**src/hw/rtl/cssc_pkg.sv**
```systemverilog
`default_nettype none
// ----------------------------------------------------------------------------
// cssc_pkg - colour sensor scan classifier package
// Widths, register and colour codes, microcode format and the control store.
// ----------------------------------------------------------------------------
package cssc_pkg;

	// Widths
	localparam int CNT_W      = 24;
	localparam int WGT_W      = 8;
	localparam int FRAC_W     = 8;
	localparam int PROD_W     = CNT_W + WGT_W;
	localparam int DVD_W      = PROD_W + FRAC_W;
	localparam int RATIO_W    = DVD_W + 1;
	localparam int ITER_W     = $clog2(DVD_W + 1);
	localparam int CFG_IDX_W  = 3;
	localparam int CFG_DATA_W = CNT_W;
	localparam int COLOR_W    = 3;
	localparam int FLT_W      = 2;
	localparam int STEP_W     = 4;

	localparam logic [CNT_W-1:0] CNT_MAX = '1;

	// Register reset values
	localparam logic [CNT_W-1:0] RST_BLACK   = CNT_W'(10);
	localparam logic [CNT_W-1:0] RST_TIMEOUT = CNT_W'(1000000);
	localparam logic [WGT_W-1:0] RST_RED_W   = WGT_W'(100);
	localparam logic [WGT_W-1:0] RST_GREEN_W = WGT_W'(125);
	localparam logic [WGT_W-1:0] RST_BLUE_W  = WGT_W'(79);

	// Register indexes
	typedef enum logic [CFG_IDX_W-1:0] {
		REG_BLACK   = 3'd0,
		REG_TIMEOUT = 3'd1,
		REG_RED_W   = 3'd2,
		REG_GREEN_W = 3'd3,
		REG_BLUE_W  = 3'd4
	} cfg_reg_t;

	// Colour codes
	localparam logic [COLOR_W-1:0] COL_BLACK = 3'd0;
	localparam logic [COLOR_W-1:0] COL_RED   = 3'd1;
	localparam logic [COLOR_W-1:0] COL_GREEN = 3'd2;
	localparam logic [COLOR_W-1:0] COL_BLUE  = 3'd3;
	localparam logic [COLOR_W-1:0] COL_WHITE = 3'd4;

	// Filter indexes
	localparam logic [FLT_W-1:0] FLT_CLEAR = 2'd0;
	localparam logic [FLT_W-1:0] FLT_RED   = 2'd1;
	localparam logic [FLT_W-1:0] FLT_GREEN = 2'd2;
	localparam logic [FLT_W-1:0] FLT_BLUE  = 2'd3;

	// Scan phase
	typedef enum logic [3:0] {
		PH_IDLE      = 4'b0001,
		PH_WAIT_LOW  = 4'b0010,
		PH_WAIT_HIGH = 4'b0100,
		PH_MEASURE   = 4'b1000
	} phase_t;

	// Micro-operations
	typedef enum logic [2:0] {
		OP_NOP      = 3'd0,
		OP_ACCEPT   = 3'd1,
		OP_TICK     = 3'd2,
		OP_LOAD     = 3'd3,
		OP_DIV      = 3'd4,
		OP_STORE    = 3'd5,
		OP_CLASSIFY = 3'd6,
		OP_EMIT     = 3'd7
	} op_t;

	// Jump conditions
	typedef enum logic [2:0] {
		C_NEXT     = 3'd0,
		C_ALWAYS   = 3'd1,
		C_NO_ITEM  = 3'd2,
		C_NOT_END  = 3'd3,
		C_IS_BLACK = 3'd4,
		C_DIV_RUN  = 3'd5,
		C_OUT_BUSY = 3'd6
	} cond_t;

	typedef struct packed {
		op_t               op;
		logic [FLT_W-1:0]  sel;
		cond_t             cond;
		logic [STEP_W-1:0] target;
	} uword_t;

	// Step addresses
	localparam logic [STEP_W-1:0] STEP_ACCEPT = 4'd0;
	localparam logic [STEP_W-1:0] STEP_TICK   = 4'd1;
	localparam logic [STEP_W-1:0] STEP_TEST   = 4'd2;
	localparam logic [STEP_W-1:0] STEP_LD_R   = 4'd3;
	localparam logic [STEP_W-1:0] STEP_DV_R   = 4'd4;
	localparam logic [STEP_W-1:0] STEP_ST_R   = 4'd5;
	localparam logic [STEP_W-1:0] STEP_LD_G   = 4'd6;
	localparam logic [STEP_W-1:0] STEP_DV_G   = 4'd7;
	localparam logic [STEP_W-1:0] STEP_ST_G   = 4'd8;
	localparam logic [STEP_W-1:0] STEP_LD_B   = 4'd9;
	localparam logic [STEP_W-1:0] STEP_DV_B   = 4'd10;
	localparam logic [STEP_W-1:0] STEP_ST_B   = 4'd11;
	localparam logic [STEP_W-1:0] STEP_CLASS  = 4'd12;
	localparam logic [STEP_W-1:0] STEP_EMIT   = 4'd15;

	// Control store: the emit step is last so the next step wraps to accept
	function automatic uword_t ucode(input logic [STEP_W-1:0] step);
		uword_t w;
		w = '{op: OP_NOP, sel: FLT_CLEAR, cond: C_ALWAYS, target: STEP_ACCEPT};
		unique case (step)
			STEP_ACCEPT: w = '{OP_ACCEPT,   FLT_CLEAR, C_NO_ITEM,  STEP_ACCEPT};
			STEP_TICK:   w = '{OP_TICK,     FLT_CLEAR, C_NOT_END,  STEP_EMIT};
			STEP_TEST:   w = '{OP_NOP,      FLT_CLEAR, C_IS_BLACK, STEP_EMIT};
			STEP_LD_R:   w = '{OP_LOAD,     FLT_RED,   C_NEXT,     STEP_ACCEPT};
			STEP_DV_R:   w = '{OP_DIV,      FLT_RED,   C_DIV_RUN,  STEP_DV_R};
			STEP_ST_R:   w = '{OP_STORE,    FLT_RED,   C_NEXT,     STEP_ACCEPT};
			STEP_LD_G:   w = '{OP_LOAD,     FLT_GREEN, C_NEXT,     STEP_ACCEPT};
			STEP_DV_G:   w = '{OP_DIV,      FLT_GREEN, C_DIV_RUN,  STEP_DV_G};
			STEP_ST_G:   w = '{OP_STORE,    FLT_GREEN, C_NEXT,     STEP_ACCEPT};
			STEP_LD_B:   w = '{OP_LOAD,     FLT_BLUE,  C_NEXT,     STEP_ACCEPT};
			STEP_DV_B:   w = '{OP_DIV,      FLT_BLUE,  C_DIV_RUN,  STEP_DV_B};
			STEP_ST_B:   w = '{OP_STORE,    FLT_BLUE,  C_NEXT,     STEP_ACCEPT};
			STEP_CLASS:  w = '{OP_CLASSIFY, FLT_CLEAR, C_ALWAYS,   STEP_EMIT};
			STEP_EMIT:   w = '{OP_EMIT,     FLT_CLEAR, C_OUT_BUSY, STEP_EMIT};
			default:     w = '{OP_NOP,      FLT_CLEAR, C_ALWAYS,   STEP_ACCEPT};
		endcase
		return w;
	endfunction

	// Divider request and response
	typedef struct packed {
		logic             start;
		logic [DVD_W-1:0] dividend;
		logic [CNT_W-1:0] divisor;
	} div_req_t;

	typedef struct packed {
		logic             busy;
		logic             zero_div;
		logic [DVD_W-1:0] quotient;
	} div_rsp_t;

	// Result fields held until emitted
	typedef struct packed {
		logic               filter_s2;
		logic               filter_s3;
		logic               busy;
		logic               done;
		logic [COLOR_W-1:0] color;
		logic               timed_out;
	} result_t;

endpackage
`default_nettype wire

```
**src/hw/rtl/cssc_ifs.sv**
```systemverilog
`default_nettype none
// ----------------------------------------------------------------------------
// cssc_ifs - channel interfaces
// Tick input, result output and register write channels.
// ----------------------------------------------------------------------------
interface cssc_in_if;
	import cssc_pkg::*;
	logic valid;
	logic ready;
	logic command;
	logic sensor_level;
	modport source(output valid, command, sensor_level, input ready);
	modport sink(input valid, command, sensor_level, output ready);
endinterface

interface cssc_out_if;
	import cssc_pkg::*;
	logic               valid;
	logic               ready;
	logic               filter_s2;
	logic               filter_s3;
	logic               scale_enable;
	logic               led_enable;
	logic               busy_res;
	logic               done_res;
	logic [COLOR_W-1:0] color;
	logic               timed_out;
	modport source(output valid, filter_s2, filter_s3, scale_enable, led_enable,
		busy_res, done_res, color, timed_out, input ready);
	modport sink(input valid, filter_s2, filter_s3, scale_enable, led_enable,
		busy_res, done_res, color, timed_out, output ready);
endinterface

interface cssc_cfg_if;
	import cssc_pkg::*;
	logic                  valid;
	logic                  ready;
	logic [CFG_IDX_W-1:0]  index;
	logic [CFG_DATA_W-1:0] data;
	modport source(output valid, index, data, input ready);
	modport sink(input valid, index, data, output ready);
endinterface
`default_nettype wire

```
**src/hw/rtl/cssc_div.sv**
```systemverilog
`default_nettype none
// ----------------------------------------------------------------------------
// cssc_div - iterative ratio divider
// Restoring division, one quotient bit per cycle, flags a zero divisor.
// ----------------------------------------------------------------------------
module cssc_div (
	input  wire                    clk,
	input  wire                    arst_n,
	input  wire cssc_pkg::div_req_t req,
	output cssc_pkg::div_rsp_t     rsp
);
	import cssc_pkg::*;

	logic [ITER_W-1:0] cnt_q;
	logic [DVD_W-1:0]  quo_q;
	logic [CNT_W-1:0]  rem_q;
	logic [CNT_W-1:0]  dvsr_q;
	logic              zero_q;
	logic [CNT_W:0]    trial;
	logic [CNT_W:0]    diff;
	logic              fits;

	// Trial subtract of the shifted remainder
	always_comb begin
		trial = {rem_q, quo_q[DVD_W-1]};
		diff  = trial - {1'b0, dvsr_q};
		fits  = trial >= {1'b0, dvsr_q};
	end

	// Count the iterations
	always_ff @(posedge clk or negedge arst_n) begin
		if (!arst_n) begin
			cnt_q <= '0;
		end else if (req.start) begin
			cnt_q <= ITER_W'(DVD_W);
		end else if (cnt_q != '0) begin
			cnt_q <= cnt_q - 1'b1;
		end
	end

	// Shift in one quotient bit a cycle
	always_ff @(posedge clk) begin
		if (req.start) begin
			quo_q  <= req.dividend;
			rem_q  <= '0;
			dvsr_q <= req.divisor;
			zero_q <= (req.divisor == '0);
		end else if (cnt_q != '0) begin
			quo_q <= {quo_q[DVD_W-2:0], fits};
			rem_q <= fits ? diff[CNT_W-1:0] : trial[CNT_W-1:0];
		end
	end

	assign rsp.busy     = (cnt_q != '0);
	assign rsp.zero_div = zero_q;
	assign rsp.quotient = quo_q;

endmodule
`default_nettype wire

```
**src/hw/rtl/color_sensor_scan_classifier.sv**
```systemverilog
`default_nettype none
// ----------------------------------------------------------------------------
// color_sensor_scan_classifier - colour sensor scan sequencer and classifier
// Steps a light-to-frequency sensor through its four filters one tick at a
// time, measures one high pulse per filter and classifies the colour.
// ----------------------------------------------------------------------------
//  channel  | dir | handshake    | payload
//  sample   | in  | valid/ready  | command, sensor_level
//  result   | out | valid/ready  | filter_s2, filter_s3, scale_enable,
//           |     |              | led_enable, busy_res, done_res, color,
//           |     |              | timed_out
//  cfg      | in  | valid/ready  | index, data (always ready)
//
//  A microcoded sequencer runs one short program per tick item.
//  Plain tick: accept, update, emit. Black at scan end: accept, update, test, emit.
//  Scan end otherwise: accept, update and test, then load, division and store for
//  each of the three ratios on the 40-step divider that they share, then classify and emit.
//  The next item is accepted while the previous result waits in the output
//  register; the emit step holds while that register is still full.
//  Reset clears the sequencer and the scan state and loads the registers with their reset values at once.
// ----------------------------------------------------------------------------
module color_sensor_scan_classifier (
	input  wire         clk,
	input  wire         arst_n,
	cssc_in_if.sink     sample,
	cssc_out_if.source  result,
	cssc_cfg_if.sink    cfg
);
	import cssc_pkg::*;

	// Sequencer
	logic [STEP_W-1:0] step_q;
	logic [STEP_W-1:0] step_d;
	uword_t            uw;
	logic              take;
	logic              in_acc;

	// Registers
	logic [CNT_W-1:0] black_q;
	logic [CNT_W-1:0] timeout_q;
	logic [WGT_W-1:0] red_wt_q;
	logic [WGT_W-1:0] green_wt_q;
	logic [WGT_W-1:0] blue_wt_q;

	// Scan state
	phase_t           phase_q;
	phase_t           ph_d;
	logic [FLT_W-1:0] filt_q;
	logic [FLT_W-1:0] filt_d;
	logic [CNT_W-1:0] tick_q;
	logic [CNT_W-1:0] tick_d;
	logic [CNT_W-1:0] tick_inc;
	logic [CNT_W-1:0] limit;
	logic [CNT_W-1:0] wcur_q;
	logic [CNT_W-1:0] wcur_d;
	logic             tmo_q;
	logic             tmo_d;
	logic             ended;
	logic             tk_done;
	logic [CNT_W-1:0] clear_w_q;
	logic [CNT_W-1:0] red_w_q;
	logic [CNT_W-1:0] green_w_q;
	logic [CNT_W-1:0] blue_w_q;
	logic             cmd_q;
	logic             level_q;

	// Ratios and classification
	logic [WGT_W-1:0]   wsel;
	logic [CNT_W-1:0]   dsel;
	logic [PROD_W-1:0]  prod;
	logic [RATIO_W-1:0] ratio_val;
	logic [RATIO_W-1:0] r_ratio_q;
	logic [RATIO_W-1:0] g_ratio_q;
	logic [RATIO_W-1:0] b_ratio_q;
	logic [COLOR_W-1:0] class_col;
	div_req_t           div_req;
	div_rsp_t           div_rsp;

	// Result
	result_t pend_q;
	result_t out_q;
	logic    out_valid_q;
	logic    out_busy;

	assign uw     = ucode(step_q);
	assign in_acc = sample.valid && sample.ready;
	assign sample.ready = (uw.op == OP_ACCEPT);
	assign cfg.ready    = 1'b1;
	assign out_busy     = out_valid_q && !result.ready;

	// Evaluate the jump condition
	always_comb begin
		unique case (uw.cond)
			C_NEXT:     take = 1'b0;
			C_ALWAYS:   take = 1'b1;
			C_NO_ITEM:  take = !in_acc;
			C_NOT_END:  take = !tk_done;
			C_IS_BLACK: take = clear_w_q > black_q;
			C_DIV_RUN:  take = div_rsp.busy;
			C_OUT_BUSY: take = out_busy;
			default:    take = 1'b1;
		endcase
		step_d = take ? uw.target : step_q + 1'b1;
	end

	always_ff @(posedge clk or negedge arst_n) begin
		if (!arst_n) begin
			step_q <= STEP_ACCEPT;
		end else begin
			step_q <= step_d;
		end
	end

	// Latch the tick item
	always_ff @(posedge clk) begin
		if (in_acc) begin
			cmd_q   <= sample.command;
			level_q <= sample.sensor_level;
		end
	end

	// Register writes
	always_ff @(posedge clk or negedge arst_n) begin
		if (!arst_n) begin
			black_q    <= RST_BLACK;
			timeout_q  <= RST_TIMEOUT;
			red_wt_q   <= RST_RED_W;
			green_wt_q <= RST_GREEN_W;
			blue_wt_q  <= RST_BLUE_W;
		end else if (cfg.valid && cfg.ready) begin
			unique case (cfg_reg_t'(cfg.index))
				REG_BLACK:   black_q    <= cfg.data;
				REG_TIMEOUT: timeout_q  <= cfg.data;
				REG_RED_W:   red_wt_q   <= cfg.data[WGT_W-1:0];
				REG_GREEN_W: green_wt_q <= cfg.data[WGT_W-1:0];
				REG_BLUE_W:  blue_wt_q  <= cfg.data[WGT_W-1:0];
				default: ;
			endcase
		end
	end

	// Advance the scan by one tick
	always_comb begin
		ph_d     = phase_q;
		filt_d   = filt_q;
		tick_d   = tick_q;
		wcur_d   = wcur_q;
		tmo_d    = tmo_q;
		ended    = 1'b0;
		tk_done  = 1'b0;
		tick_inc = tick_q;
		limit    = (timeout_q == '0) ? CNT_W'(1) : timeout_q;
		if (phase_q == PH_IDLE) begin
			if (cmd_q) begin
				ph_d   = PH_WAIT_LOW;
				filt_d = FLT_CLEAR;
				tick_d = '0;
				tmo_d  = 1'b0;
			end
		end else begin
			unique case (phase_q)
				PH_WAIT_LOW: begin
					if (!level_q) ph_d = PH_WAIT_HIGH;
				end
				PH_WAIT_HIGH: begin
					if (level_q) begin
						wcur_d = CNT_W'(1);
						ph_d   = PH_MEASURE;
					end
				end
				PH_MEASURE: begin
					if (level_q) begin
						if (wcur_q != CNT_MAX) wcur_d = wcur_q + 1'b1;
					end else begin
						ended = 1'b1;
					end
				end
				default: ;
			endcase
			// Give up once the timeout is reached
			if (!ended) begin
				if (tick_q != CNT_MAX) tick_inc = tick_q + 1'b1;
				tick_d = tick_inc;
				if (tick_inc >= limit || tick_inc == CNT_MAX) begin
					wcur_d = '0;
					tmo_d  = 1'b1;
					ended  = 1'b1;
				end
			end
			// Move on to the next filter or end the scan
			if (ended) begin
				tick_d = '0;
				if (filt_q == FLT_BLUE) begin
					ph_d    = PH_IDLE;
					filt_d  = FLT_CLEAR;
					tk_done = 1'b1;
				end else begin
					filt_d = filt_q + 1'b1;
					ph_d   = PH_WAIT_LOW;
				end
			end
		end
	end

	always_ff @(posedge clk or negedge arst_n) begin
		if (!arst_n) begin
			phase_q   <= PH_IDLE;
			filt_q    <= FLT_CLEAR;
			tick_q    <= '0;
			wcur_q    <= '0;
			tmo_q     <= 1'b0;
			clear_w_q <= '0;
			red_w_q   <= '0;
			green_w_q <= '0;
			blue_w_q  <= '0;
		end else if (uw.op == OP_TICK) begin
			phase_q <= ph_d;
			filt_q  <= filt_d;
			tick_q  <= tick_d;
			wcur_q  <= wcur_d;
			tmo_q   <= tmo_d;
			if (ended) begin
				unique case (filt_q)
					FLT_CLEAR: clear_w_q <= wcur_d;
					FLT_RED:   red_w_q   <= wcur_d;
					FLT_GREEN: green_w_q <= wcur_d;
					FLT_BLUE:  blue_w_q  <= wcur_d;
					default: ;
				endcase
			end
		end
	end

	// Select weight and width for the ratio in hand
	always_comb begin
		unique case (uw.sel)
			FLT_RED: begin
				wsel = red_wt_q;
				dsel = red_w_q;
			end
			FLT_GREEN: begin
				wsel = green_wt_q;
				dsel = green_w_q;
			end
			FLT_BLUE: begin
				wsel = blue_wt_q;
				dsel = blue_w_q;
			end
			default: begin
				wsel = '0;
				dsel = clear_w_q;
			end
		endcase
		prod = PROD_W'(clear_w_q) * PROD_W'(wsel);
	end

	assign div_req.start    = (uw.op == OP_LOAD);
	assign div_req.dividend = {prod, {FRAC_W{1'b0}}};
	assign div_req.divisor  = dsel;

	cssc_div u_div (
		.clk    (clk),
		.arst_n (arst_n),
		.req    (div_req),
		.rsp    (div_rsp)
	);

	// Saturate the ratio on a zero width
	assign ratio_val = div_rsp.zero_div ? {RATIO_W{1'b1}} : {1'b0, div_rsp.quotient};

	always_ff @(posedge clk) begin
		if (uw.op == OP_STORE) begin
			unique case (uw.sel)
				FLT_RED:   r_ratio_q <= ratio_val;
				FLT_GREEN: g_ratio_q <= ratio_val;
				FLT_BLUE:  b_ratio_q <= ratio_val;
				default: ;
			endcase
		end
	end

	// Pick the strictly largest ratio, white on a tie
	always_comb begin
		priority if (r_ratio_q > g_ratio_q && r_ratio_q > b_ratio_q) begin
			class_col = COL_RED;
		end else if (g_ratio_q > r_ratio_q && g_ratio_q > b_ratio_q) begin
			class_col = COL_GREEN;
		end else if (b_ratio_q > g_ratio_q && b_ratio_q > r_ratio_q) begin
			class_col = COL_BLUE;
		end else begin
			class_col = COL_WHITE;
		end
	end

	// Build the pending result
	always_ff @(posedge clk) begin
		if (uw.op == OP_TICK) begin
			pend_q.busy      <= (ph_d != PH_IDLE);
			pend_q.filter_s2 <= (ph_d != PH_IDLE) &&
				(filt_d == FLT_CLEAR || filt_d == FLT_GREEN);
			pend_q.filter_s3 <= (ph_d != PH_IDLE) &&
				(filt_d == FLT_GREEN || filt_d == FLT_BLUE);
			pend_q.done      <= tk_done;
			pend_q.color     <= COL_BLACK;
			pend_q.timed_out <= tmo_d;
		end else if (uw.op == OP_CLASSIFY) begin
			pend_q.color <= class_col;
		end
	end

	// Output register
	always_ff @(posedge clk or negedge arst_n) begin
		if (!arst_n) begin
			out_valid_q <= 1'b0;
		end else if (uw.op == OP_EMIT && !out_busy) begin
			out_valid_q <= 1'b1;
		end else if (result.ready) begin
			out_valid_q <= 1'b0;
		end
	end

	always_ff @(posedge clk) begin
		if (uw.op == OP_EMIT && !out_busy) begin
			out_q <= pend_q;
		end
	end

	assign result.valid        = out_valid_q;
	assign result.filter_s2    = out_q.filter_s2;
	assign result.filter_s3    = out_q.filter_s3;
	assign result.scale_enable = out_q.busy;
	assign result.led_enable   = out_q.busy;
	assign result.busy_res     = out_q.busy;
	assign result.done_res     = out_q.done;
	assign result.color        = out_q.color;
	assign result.timed_out    = out_q.timed_out;

`ifndef SYNTHESIS
	a_acc_then_tick: assert property (@(posedge clk) disable iff (!arst_n)
		in_acc |=> step_q == STEP_TICK)
		else $error("accepted item not followed by the update step");

	a_div_in_div_step: assert property (@(posedge clk) disable iff (!arst_n)
		div_rsp.busy |-> uw.op == OP_DIV)
		else $error("divider running outside a divide step");

	a_done_not_busy: assert property (@(posedge clk) disable iff (!arst_n)
		result.valid && result.done_res |-> !result.busy_res)
		else $error("scan end reported while still busy");

	a_color_only_done: assert property (@(posedge clk) disable iff (!arst_n)
		result.valid && !result.done_res |-> result.color == COL_BLACK)
		else $error("colour reported without scan end");

	a_filter_idle: assert property (@(posedge clk) disable iff (!arst_n)
		filt_q != FLT_CLEAR |-> phase_q != PH_IDLE)
		else $error("filter index left set while idle");
`endif

endmodule
`default_nettype wire
```
**src/flat_wrapper.sv**
```systemverilog
// flat-port wrapper written by rule: the top's interface ports become plain ports
module color_sensor_scan_classifier_flat import cssc_pkg::*;
  (clk, arst_n, sample_valid, sample_command, sample_sensor_level, sample_ready, result_valid, result_filter_s2, result_filter_s3, result_scale_enable, result_led_enable, result_busy_res, result_done_res, result_color, result_timed_out, result_ready, cfg_valid, cfg_index, cfg_data, cfg_ready);
  cssc_in_if sample_i ();
  cssc_out_if result_i ();
  cssc_cfg_if cfg_i ();
  input  wire clk;
  input  wire arst_n;
  input wire logic [$bits(sample_i.valid)-1:0] sample_valid;
  input wire logic [$bits(sample_i.command)-1:0] sample_command;
  input wire logic [$bits(sample_i.sensor_level)-1:0] sample_sensor_level;
  output wire logic [$bits(sample_i.ready)-1:0] sample_ready;
  output wire logic [$bits(result_i.valid)-1:0] result_valid;
  output wire logic [$bits(result_i.filter_s2)-1:0] result_filter_s2;
  output wire logic [$bits(result_i.filter_s3)-1:0] result_filter_s3;
  output wire logic [$bits(result_i.scale_enable)-1:0] result_scale_enable;
  output wire logic [$bits(result_i.led_enable)-1:0] result_led_enable;
  output wire logic [$bits(result_i.busy_res)-1:0] result_busy_res;
  output wire logic [$bits(result_i.done_res)-1:0] result_done_res;
  output wire logic [$bits(result_i.color)-1:0] result_color;
  output wire logic [$bits(result_i.timed_out)-1:0] result_timed_out;
  input wire logic [$bits(result_i.ready)-1:0] result_ready;
  input wire logic [$bits(cfg_i.valid)-1:0] cfg_valid;
  input wire logic [$bits(cfg_i.index)-1:0] cfg_index;
  input wire logic [$bits(cfg_i.data)-1:0] cfg_data;
  output wire logic [$bits(cfg_i.ready)-1:0] cfg_ready;
  assign sample_i.valid = sample_valid;
  assign sample_i.command = sample_command;
  assign sample_i.sensor_level = sample_sensor_level;
  assign sample_ready = sample_i.ready;
  assign result_valid = result_i.valid;
  assign result_filter_s2 = result_i.filter_s2;
  assign result_filter_s3 = result_i.filter_s3;
  assign result_scale_enable = result_i.scale_enable;
  assign result_led_enable = result_i.led_enable;
  assign result_busy_res = result_i.busy_res;
  assign result_done_res = result_i.done_res;
  assign result_color = result_i.color;
  assign result_timed_out = result_i.timed_out;
  assign result_i.ready = result_ready;
  assign cfg_i.valid = cfg_valid;
  assign cfg_i.index = cfg_index;
  assign cfg_i.data = cfg_data;
  assign cfg_ready = cfg_i.ready;
  color_sensor_scan_classifier u_core (.clk(clk), .arst_n(arst_n), .sample(sample_i), .result(result_i), .cfg(cfg_i));
endmodule
```
**config.mk**
```make
export PLATFORM = sky130hd
export DESIGN_NAME = color_sensor_scan_classifier_flat
export DESIGN_NICKNAME = d
export VERILOG_FILES = /design/src/hw/rtl/cssc_pkg.sv /design/src/hw/rtl/cssc_ifs.sv /design/src/hw/rtl/cssc_div.sv /design/src/hw/rtl/color_sensor_scan_classifier.sv /design/src/flat_wrapper.sv
export SDC_FILE = /design/constraint.sdc
export NUM_CORES = 1
export LEC_CHECK = 0
export ABC_AREA = 1
export BUFFER_PORTS_ARGS = -buffer_cell sky130_fd_sc_hd__clkbuf_2
export CORE_ASPECT_RATIO = 0.6
export CORE_UTILIZATION = 40
export CTS_CLUSTER_SIZE = 16
export DETAILED_ROUTE_END_ITERATION = 10
export GPL_ROUTABILITY_DRIVEN = 0
export SYNTH_ARGS = -nofsm -noshare
export SYNTH_HDL_FRONTEND = slang
export SYNTH_SLANG_ARGS = --single-unit
```
**constraint.sdc**
```tcl
create_clock -name clk -period 7.07 [get_ports clk]
set_input_delay 0.707 -clock clk [delete_from_list [all_inputs] [get_ports clk]]
set_output_delay 0.707 -clock clk [all_outputs]
set_load 0.1 [all_outputs]
```
==> results.cfg <==
[status]
status = finished, final reports clean

[cells_and_area]
drive_above_1_share_pct = 6.98
final_util_pct = 44.1
finalNetCount = 4402
num_antenna_cells = 0
synthToLayoutAreaGrowth_pct = 8.92

[grt]
grt_pass1_vias = 24700
overflow = 0
grt_antenna_before_repair = 0
grt_max_degree = 121
grt.total_usage_pct = 22.6
grt_pass1_wl_um = 145000

[setup_path]
crit_type = reg2reg
cp.required_ns = 7.40
cp-end-kind = flip-flop
cp-start-kind = flip-flop
arrival_ns = 6.90
critical_path.max_fanout = 16

[pwr]
power.switching_mw = 5.06
internal_power_mw = 6.52
p_sw_share_pct = 43.7
power_leakage_nw = 17.2
vdd_drop_max_mv = 0.193
clockPowerShare_pct = 21.6
seqPwrFrac_pct = 34.8
p_per_area_nw_per_um2 = 329
pwr-share-comb_pct = 43.6

[die]
io_pins = 47
fp.dieArea_um2 = 81900
die_x_um = 369
core_area_um2 = 79700
rows = 80
start_util_pct = 40.5
die_h_um = 222

[route]
drc = 0
vias_per_cell = 5.26
wire_per_inst_um = 18.1
ant_nets = 0
topRoutingLayerUsed = met4
drt-initial-drc-count = 2844
wl_met1_um = 47100
drt-pass1-iter-count = 9
met3_length_um = 11200
route.vias.total = 26700
routed_wirelength_um = 92100
wl_met2_um = 32600

[synthesis]
post_synth.cell_area_avg_um2 = 8.14
synth.most_common_cell = nand2_1
yosysTopAreaCell = edfxtp_1
synthesis.nets = 4389
synthArstFlopShare_pct = 50.4
ys_seq_elements = 464
syn_area_um2 = 32300
ys_types = 64
synth_top_area_share_pct = 18.1
synth_common_cells = nand2_1 (1,062), inv_1 (633), ha_1 (259), o21ai_0 (245), nor2_1 (235)
synth_area_leaders = edfxtp_1 (18%), dfrtp_1 (16%), nand2_1 (12%), ha_1 (10%), fa_1 (8.2%)
synthFlopType = dfrtp_1
yosys_warnings = 0
synth_edf_count = 195
syn_inst = 3963
ys_seq_area_share_pct = 38.5

[timing]
post-route-period-util_pct = 93.0
fmax_mhz = 152
totalNegativeSetupSlack_ns = 0
hold_violations = 0
worst_slew_pin_slew_ns = 1.38
skew_ns = 0.0318
fin_crit_ns = 6.57
setup_violations = 0
slew_headroom_pct = 6.53
rsz0062_at_grt = false
setup_slack_ns = 0.497
drv_slew = 0

[clocking]
cts_hold_buf = 0
cts.sinks = 464
cts_buffers = 47
cts_setup_buffers = 0
ctsHtreeMaxLevel = 2
cts_tree = yes
ctsResizeCount = 0
cts_buffer_depth = 3
clockRootBuffer = clkbuf_16
path_clk_slew_ns = 0.07
clock_latency_ns = 0.62

[min_path]
hold_path.class = in2async

[run]
drv_cap = 0

[placed_design]
dp_slack_ns = 0.416
portBuffers = 45
dp_hpwl_um = 69800
==> critical path, stage by stage (launching register included) <==
cell and delay, ns:
dfrtp_1 0.43, ha_1 0.25, o21ai_0 0.23, nor2_2 0.10, nor3b_2 0.19, buf_4 0.25
a22oi_1 0.09, nand2_1 0.29, buf_4 0.30, nand2_1 0.08, inv_1 0.10, fa_1 0.43
fa_1 0.53, fa_1 0.56, inv_1 0.06, fa_1 0.52, inv_1 0.04, ha_1 0.38
a21oi_1 0.25, o21ai_0 0.16, a21oi_1 0.15, nand3_1 0.25, a21o_1 0.26, a31oi_1 0.16
xor2_1 0.15, o21ai_0 0.07
==> through the flow <==
stage	cell area [um^2]	instances	total power [mW]	hold slack, ns
5_1_grt	35200	5075	12.4	0.263
3_3_place_gp	33700	4993	8.98	0.402
4_1_cts	35100	5075	11.5	0.215
2_1_floorplan	32300	3963	7.42	0.400
6_report	35200	5075	11.6	0.164
3_5_place_dp	33700	4993	9.02	0.406
==> power groups by stage <==
stage | combinational (mW) | sequential, mW | clock (mW)
3_3_place_gp | 4.92 | 4.06 | 0
5_1_grt | 5.63 | 4.09 | 2.65
6_report | 5.05 | 4.03 | 2.50
3_5_place_dp | 4.95 | 4.06 | 0
2_1_floorplan | 3.34 | 4.07 | 0
4_1_cts | 4.98 | 4.02 | 2.55
==> cell families (layout without fill, tap and decap cells) <==
logic type | Yosys count | count (layout) | synth area share (%)
AO/OA/AOI/OAI | 631 | 631 | 11.0
XOR/XNOR | 36 | 36 | 0.977
adder cells (fa/ha/maj) | 392 | 392 | 18.3
buffers and inverters | 773 | 819 | 9.39
flip-flops | 464 | 464 | 38.5
other | 1 | 1 | 0.0116
AND/OR/NAND/NOR | 1666 | 1666 | 21.8
==> state kept, by name (all words and copies together), names as in the netlist, 2 cells and up <==
| register | cells |
|---|---|
| u_core.b_ratio_q | 41 |
| u_core.black_q | 24 |
| u_core.blue_w_q | 24 |
| u_core.blue_wt_q | 8 |
| u_core.clear_w_q | 24 |
| u_core.filt_q | 2 |
| u_core.g_ratio_q | 41 |
| u_core.green_w_q | 24 |
| u_core.green_wt_q | 8 |
| u_core.pend_q | 8 |
| u_core.phase_q | 4 |
| u_core.r_ratio_q | 41 |
| u_core.red_w_q | 24 |
| u_core.red_wt_q | 8 |
| u_core.result.color | 3 |
| u_core.step_q | 4 |
| u_core.tick_q | 24 |
| u_core.timeout_q | 24 |
| u_core.u_div.cnt_q | 6 |
| u_core.u_div.dvsr_q | 24 |
| u_core.u_div.quo_q | 40 |
| u_core.u_div.rem_q | 24 |
| u_core.wcur_q | 24 |
==> cells in the final DEF (no fill, tap or decap), types with 38 or more instances in the layout <==
cell type     n
or2_2        44
buf_4        48
clkbuf_2     44
inv_1       632
nand3_1     153
fa_1        133
clkbuf_16    47
o21ai_1      46
nand4_1      92
edfxtp_1    195
ha_1        259
nand2_1    1061
dfrtp_1     210
nor3_1       38
nor2_1      230
a21oi_1     182
o21ai_0     245
==> final timing paths <==
path                                                 start                           endpoint  slack [ns]  cells past startpoint
worst max-delay path            u_core.step_q[0]$_DFF_PN0_   u_core.u_div.quo_q[37]$_DFFE_PP_        0.50                     25
max in group asynchronous                           arst_n      u_core.tick_q[17]$_DFFE_PN0P_        5.68                      2
worst min-delay path                                arst_n       u_core.wcur_q[5]$_DFFE_PN0N_        0.16                      1
worst min register to register  u_core.pend_q[7]$_DFFE_PN_  u_core.result.filter_s2$_DFFE_PP_        0.42                      0
min in group clk                       sample_sensor_level           u_core.level_q$_DFFE_PP_        0.27                      1
worst max register to register  u_core.step_q[0]$_DFF_PN0_   u_core.u_div.quo_q[37]$_DFFE_PP_        0.50                     25
==> cell type report <==
cell class	count	area [um^2]
Clock buffer	69	1340
Timing Repair Buffer	94	616
Multi-Input combinational cell	2726	16900
Inverter	643	2420
Clock inverter	13	126
Tap cell	1066	1330
Fill cell	7996	44500
Sequential cell	464	12400
==> layer usage <==
metal  global-route usage, %  vias up
met4                    3.71        0
met2                    27.8      978
met1                    36.8    12700
met3                    8.02       83
li1                        -    12900
met5                       0        -
Note: power is estimated with default switching activity, not from simulation.
